**src/rtl/pbc_pkg.sv**
```systemverilog
package pbc_pkg;

    localparam int CW = 20;

    typedef enum logic [1:0] {
        CLS_IN  = 2'd0,
        CLS_OUT = 2'd1,
        CLS_ON  = 2'd2
    } cls_t;

    typedef struct packed {
        logic signed [CW-1:0] lon;
        logic signed [CW-1:0] lat;
    } vtx_t;

    typedef enum logic [3:0] {
        ST_LOAD,
        ST_CLASS,
        ST_DECIDE,
        ST_WALK,
        ST_DIV,
        ST_PUT_X,
        ST_PUT_V,
        ST_NEXT,
        ST_EMIT
    } state_t;

    typedef struct packed {
        logic                 start;
        logic signed [40:0]   num;
        logic signed [20:0]   den;
    } div_req_t;

    typedef struct packed {
        logic                 busy;
        logic                 done;
        logic signed [41:0]   quo;
    } div_rsp_t;

endpackage

```
**src/rtl/polygon_band_clipper.sv**
```systemverilog
// a quad arrives as 4 words, then each of the two band passes classifies its vertices and,
// when the line cuts, walks them, running the iterative divider for each inserted vertex
// throughput: one word per cycle while loading; while emitting, one result word per cycle
// with m_tready high; not ready during clipping and emitting
// aresetn (synchronous, active low) clears the sequencer, load count and band limits
module polygon_band_clipper #(
    parameter int QUAD_VERTS    = 4,
    parameter int MAX_OUT_VERTS = 16
) (
    input  logic        aclk,
    input  logic        aresetn,
    input  logic        s_tvalid,
    output logic        s_tready,
    input  logic [79:0] s_tdata,  // vertex_lon, vertex_lat, band_top, band_bottom
    output logic        m_tvalid,
    input  logic        m_tready,
    output logic [39:0] m_tdata,  // clip_lon, clip_lat
    output logic [1:0]  m_tuser,  // is_empty, overflowed
    output logic        m_tlast
);

    localparam int QW = $clog2(QUAD_VERTS);
    localparam int MW = $clog2(MAX_OUT_VERTS);
    localparam int CW = $clog2(MAX_OUT_VERTS + 1);
    localparam int NW = (CW > QW + 1) ? CW : QW + 1;

    pbc_pkg::vtx_t  src_mem [MAX_OUT_VERTS];
    pbc_pkg::vtx_t  dst_mem [MAX_OUT_VERTS];
    pbc_pkg::cls_t  cls_mem [MAX_OUT_VERTS];

    pbc_pkg::state_t state_reg, state_next;
    logic [NW-1:0] load_reg, load_next;
    logic signed [19:0] top_reg, top_next, bot_reg, bot_next;
    logic [CW-1:0] n_reg, n_next, cnt_reg, cnt_next;
    logic [CW-1:0] i_reg, i_next;
    logic [CW-1:0] prev_reg, prev_next;
    logic          pass_reg, pass_next;
    logic          anyin_reg, anyin_next, anyout_reg, anyout_next;
    logic          ovf_reg, ovf_next;
    logic [CW-1:0] k_reg, k_next;
    logic signed [19:0] xlon_reg, xlon_next;

    pbc_pkg::div_req_t dreq;
    pbc_pkg::div_rsp_t drsp;

    pbc_divider u_div (.aclk(aclk), .aresetn(aresetn), .req(dreq), .rsp(drsp));

    logic signed [19:0] y;
    logic signed [21:0] dlt;
    pbc_pkg::cls_t      cls_i;
    pbc_pkg::vtx_t      vi, vp, va, vb;
    pbc_pkg::cls_t      ci, cp;
    logic               wr_src, wr_dst, wr_cls, cp_back;
    logic [MW-1:0]      wr_idx;
    pbc_pkg::vtx_t      wr_v;
    logic signed [42:0] sum;
    logic               in_first;

    assign y  = pass_reg ? bot_reg : top_reg;
    assign vi = src_mem[i_reg[MW-1:0]];
    assign vp = src_mem[prev_reg[MW-1:0]];
    assign ci = cls_mem[i_reg[MW-1:0]];
    assign cp = cls_mem[prev_reg[MW-1:0]];
    assign va = (ci == pbc_pkg::CLS_OUT) ? vp : vi;
    assign vb = (ci == pbc_pkg::CLS_OUT) ? vi : vp;
    assign dlt = pass_reg ? 22'(vi.lat) - 22'(y) : 22'(y) - 22'(vi.lat);
    assign cls_i = (dlt > 22'sd1) ? pbc_pkg::CLS_IN :
                   (dlt < -22'sd1) ? pbc_pkg::CLS_OUT : pbc_pkg::CLS_ON;
    assign sum = 43'(va.lon) + 43'(drsp.quo);
    assign in_first = (load_reg == '0) || (load_reg >= NW'(QUAD_VERTS));

    always_comb begin
        state_next  = state_reg;
        load_next   = load_reg;
        top_next    = top_reg;
        bot_next    = bot_reg;
        n_next      = n_reg;
        cnt_next    = cnt_reg;
        i_next      = i_reg;
        prev_next   = prev_reg;
        pass_next   = pass_reg;
        anyin_next  = anyin_reg;
        anyout_next = anyout_reg;
        ovf_next    = ovf_reg;
        k_next      = k_reg;
        xlon_next   = xlon_reg;
        wr_src = 1'b0;
        wr_dst = 1'b0;
        wr_cls = 1'b0;
        cp_back = 1'b0;
        wr_idx = cnt_reg[MW-1:0];
        wr_v   = vi;
        dreq.start = 1'b0;
        dreq.num = 41'((42'(vb.lon) - 42'(va.lon)) * (42'(y) - 42'(va.lat)));
        dreq.den = 21'(vb.lat) - 21'(va.lat);
        s_tready = 1'b0;
        m_tvalid = 1'b0;
        unique case (state_reg)
            pbc_pkg::ST_LOAD: begin
                s_tready = 1'b1;
                if (s_tvalid) begin
                    wr_src = 1'b1;
                    wr_idx = in_first ? '0 : MW'(load_reg);
                    wr_v   = {s_tdata[19:0], s_tdata[39:20]};
                    if (in_first) begin
                        top_next  = s_tdata[59:40];
                        bot_next  = s_tdata[79:60];
                        load_next = NW'(1);
                    end else begin
                        load_next = load_reg + NW'(1);
                    end
                    if ((in_first ? NW'(1) : load_reg + NW'(1)) == NW'(QUAD_VERTS)) begin
                        load_next  = '0;
                        n_next     = CW'(QUAD_VERTS);
                        pass_next  = 1'b0;
                        ovf_next   = 1'b0;
                        i_next     = '0;
                        anyin_next = 1'b0;
                        anyout_next = 1'b0;
                        state_next = pbc_pkg::ST_CLASS;
                    end
                end
            end
            pbc_pkg::ST_CLASS: begin
                if (i_reg == n_reg) begin
                    state_next = pbc_pkg::ST_DECIDE;
                end else begin
                    wr_cls = 1'b1;
                    if (cls_i == pbc_pkg::CLS_IN)  anyin_next = 1'b1;
                    if (cls_i == pbc_pkg::CLS_OUT) anyout_next = 1'b1;
                    i_next = i_reg + CW'(1);
                end
            end
            pbc_pkg::ST_DECIDE: begin
                cnt_next   = '0;
                i_next     = '0;
                prev_next  = n_reg - CW'(1);
                state_next = pbc_pkg::ST_WALK;
                if (n_reg == '0 || !anyout_reg) begin
                    cnt_next   = n_reg;
                    state_next = pbc_pkg::ST_NEXT;
                end else if (!anyin_reg) begin
                    n_next     = '0;
                    state_next = pbc_pkg::ST_EMIT;
                    k_next     = '0;
                end
            end
            pbc_pkg::ST_WALK: begin
                if (i_reg == n_reg) begin
                    cp_back    = 1'b1;
                    state_next = pbc_pkg::ST_NEXT;
                end else if ((ci == pbc_pkg::CLS_OUT && cp == pbc_pkg::CLS_IN) ||
                             (ci == pbc_pkg::CLS_IN && cp == pbc_pkg::CLS_OUT)) begin
                    dreq.start = 1'b1;
                    state_next = pbc_pkg::ST_DIV;
                end else begin
                    state_next = pbc_pkg::ST_PUT_V;
                end
            end
            pbc_pkg::ST_DIV: begin
                if (drsp.done) begin
                    if (dreq.den == '0)
                        xlon_next = va.lon;
                    else if (sum < -43'sd524288)
                        xlon_next = -20'sd524288;
                    else if (sum > 43'sd524287)
                        xlon_next = 20'sd524287;
                    else
                        xlon_next = sum[19:0];
                    state_next = pbc_pkg::ST_PUT_X;
                end
            end
            pbc_pkg::ST_PUT_X: begin
                wr_v = {xlon_reg, y};
                if (cnt_reg < CW'(MAX_OUT_VERTS)) begin
                    wr_dst   = 1'b1;
                    cnt_next = cnt_reg + CW'(1);
                end else begin
                    ovf_next = 1'b1;
                end
                state_next = pbc_pkg::ST_PUT_V;
            end
            pbc_pkg::ST_PUT_V: begin
                if (ci != pbc_pkg::CLS_OUT) begin
                    if (cnt_reg < CW'(MAX_OUT_VERTS)) begin
                        wr_dst   = 1'b1;
                        cnt_next = cnt_reg + CW'(1);
                    end else begin
                        ovf_next = 1'b1;
                    end
                end
                prev_next  = i_reg;
                i_next     = i_reg + CW'(1);
                state_next = pbc_pkg::ST_WALK;
            end
            pbc_pkg::ST_NEXT: begin
                n_next = cnt_reg;
                i_next = '0;
                anyin_next  = 1'b0;
                anyout_next = 1'b0;
                k_next = '0;
                if (pass_reg) begin
                    state_next = pbc_pkg::ST_EMIT;
                end else begin
                    pass_next  = 1'b1;
                    state_next = pbc_pkg::ST_CLASS;
                end
            end
            pbc_pkg::ST_EMIT: begin
                m_tvalid = 1'b1;
                if (m_tready) begin
                    k_next = k_reg + CW'(1);
                    if (n_reg == '0 || k_reg == n_reg - CW'(1))
                        state_next = pbc_pkg::ST_LOAD;
                end
            end
            default: state_next = pbc_pkg::ST_LOAD;
        endcase
    end

    pbc_pkg::vtx_t ov;
    assign ov = src_mem[k_reg[MW-1:0]];
    assign m_tdata = (n_reg == '0) ? '0 : {ov.lat, ov.lon};
    assign m_tlast = (n_reg == '0) || (k_reg == n_reg - CW'(1));
    assign m_tuser = {ovf_reg, n_reg == '0};

    always_ff @(posedge aclk) begin
        if (wr_src) src_mem[wr_idx] <= wr_v;
        if (wr_cls) cls_mem[i_reg[MW-1:0]] <= cls_i;
        if (wr_dst) dst_mem[cnt_reg[MW-1:0]] <= wr_v;
        if (cp_back) begin
            for (int j = 0; j < MAX_OUT_VERTS; j++) src_mem[j] <= dst_mem[j];
        end
    end

    always_ff @(posedge aclk) begin
        if (!aresetn) begin
            state_reg <= pbc_pkg::ST_LOAD;
            load_reg  <= '0;
            top_reg   <= '0;
            bot_reg   <= '0;
        end else begin
            state_reg <= state_next;
            load_reg  <= load_next;
            top_reg   <= top_next;
            bot_reg   <= bot_next;
        end
        n_reg      <= n_next;
        cnt_reg    <= cnt_next;
        i_reg      <= i_next;
        prev_reg   <= prev_next;
        pass_reg   <= pass_next;
        anyin_reg  <= anyin_next;
        anyout_reg <= anyout_next;
        ovf_reg    <= ovf_next;
        k_reg      <= k_next;
        xlon_reg   <= xlon_next;
    end

endmodule

```
**src/rtl/pbc_divider.sv**
```systemverilog
module pbc_divider (
    input  logic              aclk,
    input  logic              aresetn,
    input  pbc_pkg::div_req_t req,
    output pbc_pkg::div_rsp_t rsp
);

    logic [41:0] rem_reg, rem_next;
    logic [41:0] dvd_reg, dvd_next;
    logic [41:0] quo_reg, quo_next;
    logic [21:0] dvs_reg, dvs_next;
    logic        neg_reg, neg_next;
    logic [5:0]  cnt_reg, cnt_next;
    logic        busy_reg, busy_next;
    logic        done_reg, done_next;
    logic [41:0] un;
    logic [20:0] ud;
    logic [42:0] trial;
    logic [41:0] shifted;

    always_comb begin
        un = req.num[40] ? 42'(-{req.num[40], req.num}) : 42'({1'b0, req.num});
        ud = req.den[20] ? 21'(-req.den) : req.den;
        rem_next  = rem_reg;
        dvd_next  = dvd_reg;
        quo_next  = quo_reg;
        dvs_next  = dvs_reg;
        neg_next  = neg_reg;
        cnt_next  = cnt_reg;
        busy_next = busy_reg;
        done_next = 1'b0;
        shifted   = {rem_reg[40:0], dvd_reg[41]};
        trial     = {1'b0, shifted} - {21'd0, dvs_reg};
        if (req.start) begin
            // (2n + d) / (2d)
            dvd_next  = 42'({un, 1'b0} + {22'd0, ud});
            dvs_next  = {ud, 1'b0};
            neg_next  = req.num[40] ^ req.den[20];
            rem_next  = '0;
            quo_next  = '0;
            cnt_next  = 6'd42;
            busy_next = 1'b1;
        end else if (busy_reg) begin
            dvd_next = {dvd_reg[40:0], 1'b0};
            if (!trial[42]) begin
                rem_next = trial[41:0];
                quo_next = {quo_reg[40:0], 1'b1};
            end else begin
                rem_next = shifted;
                quo_next = {quo_reg[40:0], 1'b0};
            end
            cnt_next = cnt_reg - 6'd1;
            if (cnt_reg == 6'd1) begin
                busy_next = 1'b0;
                done_next = 1'b1;
            end
        end
    end

    always_ff @(posedge aclk) begin
        if (!aresetn) begin
            busy_reg <= 1'b0;
            done_reg <= 1'b0;
            cnt_reg  <= '0;
        end else begin
            busy_reg <= busy_next;
            done_reg <= done_next;
            cnt_reg  <= cnt_next;
        end
        rem_reg <= rem_next;
        dvd_reg <= dvd_next;
        quo_reg <= quo_next;
        dvs_reg <= dvs_next;
        neg_reg <= neg_next;
    end

    assign rsp.busy = busy_reg;
    assign rsp.done = done_reg;
    assign rsp.quo  = neg_reg ? 42'(-quo_reg) : quo_reg;

endmodule

```
**config.mk**
```make
export PLATFORM = sky130hd
export DESIGN_NAME = polygon_band_clipper
export DESIGN_NICKNAME = d
export VERILOG_FILES = /design/src/rtl/pbc_pkg.sv /design/src/rtl/polygon_band_clipper.sv /design/src/rtl/pbc_divider.sv
export SDC_FILE = /design/constraint.sdc
export NUM_CORES = 2
export LEC_CHECK = 0
export BUFFER_PORTS_ARGS = -buffer_cell sky130_fd_sc_hd__buf_4
export CAP_MARGIN = 20
export CORE_ASPECT_RATIO = 1.1
export CORE_UTILIZATION = 45
export CTS_BUF_LIST = sky130_fd_sc_hd__clkbuf_8
export DETAILED_ROUTE_END_ITERATION = 6
export PLACE_DENSITY = 0.57
export SLEW_MARGIN = 20
export SYNTH_ARGS = -nofsm -noshare
export SYNTH_HDL_FRONTEND = slang
export SYNTH_HIERARCHICAL = 1
export SYNTH_SLANG_ARGS = --single-unit
```
**constraint.sdc**
```tcl
create_clock -name aclk -period 23.1 [get_ports aclk]
set_input_delay 4.62 -clock aclk [delete_from_list [all_inputs] [get_ports aclk]]
set_output_delay 4.62 -clock aclk [all_outputs]
set_load 0.005 [all_outputs]
```
==> qor.txt <==
Crit Path Class: reg2reg
Post-Syn Nets: 8982
status: finished with violations
Row Count: 183
routability cong.: 0.920
RSZ-0062 raised after global routing: false
first-pass GRT wire length: 477000 microns
Tot GR Track Use: 0.283
wire per inst: 28.6 microns
root buf cell: clkbuf_8
DIE HEIGHT: 502 microns
Max Fanout on Critical Path: 87
FF-to-FF End: u_div/dvd_reg[22]$_DFFE_PP_
Core Area: 226000 sq um
fin crit period: 18.38 ns
clk sinks: 1576
boundary pin count: 129
Met3 Wirelength: 23100 microns
Hold Crit Depth: 1
vias in the first global route: 71300
WL final: 326000 microns
Worst path max stage delay: 0.92 ns
pre-CTS WS: 4.90 ns
actual slew at the worst max-slew pin: 1.11 ns
Max-Cap Viols: 0
Max Used Layer: met5
antenna violations before repair: 7
Slew Limit Fails: 0
die span in x: 456 microns
Overflow after GRT: 0
final net count: 9075
WL met1: 126000 microns
P&R area growth vs syn: 9.32%
failing checks: DRC
hold buffer count at cts: 0
Req. time, crit path: 23.80 ns
Worst R2R Path Depth: 60
CTS tree: yes
YS warnings: 6
clk_skew: 0.110 ns
DIE AREA: 229000 sq um
Setup WS post-layout: 4.72 ns
DRC violation count after routing: 1
via count: 70200
number of buffers created by CTS: 286
CP dominant cell by count: fa_1
CTS resizes: 0
first drt pass iteration count: 7
Avg Cell Area, Syn: 12.5 sq um
Post-Syn Area: 102000 sq um
Worst-Skew Late Latency: 1.06 ns
Crit. End Element: flop
Startpoint Class: flop
largest net degree at the start of global routing: 194
Iter 0 DRT Violations: 6961
slowest stage cell, crit path: dfxtp_4
htree depth: 5
fin area: 112000 sq um
Detail Route met2 WL: 161000 microns
HPWL after detailed placement: 218000 microns
Min-Delay Startpoint: prev_reg[3]$_DFFE_PN_
remaining antenna violation count: 0
Clock Pin Slew Worst Setup and Hold Paths: 0.07 ns
clock tree buffer depth: 4
fmax: 0.0544 GHz
final hold slack: 0.463 ns
number of port buffers: 128
worst hold path type: reg2reg
final hold vios: 0
Final Cycle Share: 0.796
Via-to-Cell Ratio: 6.17
r2r setup slk: 4.72 ns
area post-placement: 107000 sq um
Slew headroom: 0.242
layout cells sized above 1: 0.172
Final TNS setup: 0 ns
Data arrival, critical path: 19.08 ns
final count of negative-setup-slack endpoints: 0
Initial Utilization: 0.452
cells after synthesis: 8145
post-CTS setup-driven buffer insertion count: 0
==> how the worst max path moves through the flow <==
stage               startpoint                           to  slack (ns)  cells after the start
floorplan                 flop  u_div/dvd_reg[33]$_DFFE_PP_        6.02                     70
global placement          flop  u_div/dvd_reg[22]$_DFFE_PP_        5.27                     60
detailed placement        flop  u_div/dvd_reg[22]$_DFFE_PP_        4.90                     60
CTS                       flop  u_div/dvd_reg[22]$_DFFE_PP_        4.81                     60
global route              flop  u_div/dvd_reg[27]$_DFFE_PP_        3.61                     62
finish                    flop  u_div/dvd_reg[22]$_DFFE_PP_        4.72                     60
==> per-stage QoR <==
step,util,std cells
floorplan,-,8145
global placement,0.472,10900
detailed placement,0.472,10900
CTS,0.495,11400
global route,0.495,11400
finish,0.495,11400
==> placed cells by master (no fill, tap or decap), types with 207 or more instances in the layout <==
| master | n |
|---|---|
| a21oi_1 | 207 |
| buf_4 | 293 |
| clkbuf_8 | 299 |
| edfxtp_1 | 1424 |
| fa_1 | 460 |
| ha_1 | 293 |
| inv_1 | 756 |
| mux4_2 | 587 |
| nand2_1 | 673 |
| nor2_1 | 464 |
| o21a_1 | 673 |
| xnor2_1 | 209 |
==> critical path: cells and delay by family (launching register included) <==
family / cells / cell delay, ns
AND/OR/NAND/NOR: 12 / 1.85
AO/OA/AOI/OAI: 24 / 6.58
flip-flops: 1 / 0.92
buffers and inverters: 9 / 2.71
multiplexers: 2 / 0.56
XOR/XNOR: 2 / 0.39
adder cells (fa/ha/maj): 11 / 4.86
==> layout make-up <==
| type | instances | area [sq um] |
|---|---|---|
| multi-input combinational | 5366 | 52100 |
| clock buffer | 299 | 4120 |
| timing repair buffer | 300 | 2340 |
| inverter | 708 | 2680 |
| clock inverter | 167 | 881 |
| sequential | 1576 | 45900 |
| antenna | 2 | 5.00 |
| tap | 2960 | 3700 |
| fill | 19800 | 114000 |
==> metal layers <==
metal / up-vias / global-route usage
met5: - / 0
met4: 4 / 0.124
met3: 689 / 0.0480
met2: 3035 / 0.484
met1: 36200 / 0.353
li1: 30200 / -
Power is not shown: default switching activity piles up to over one toggle a cycle in this logic, so the estimate is an artifact.
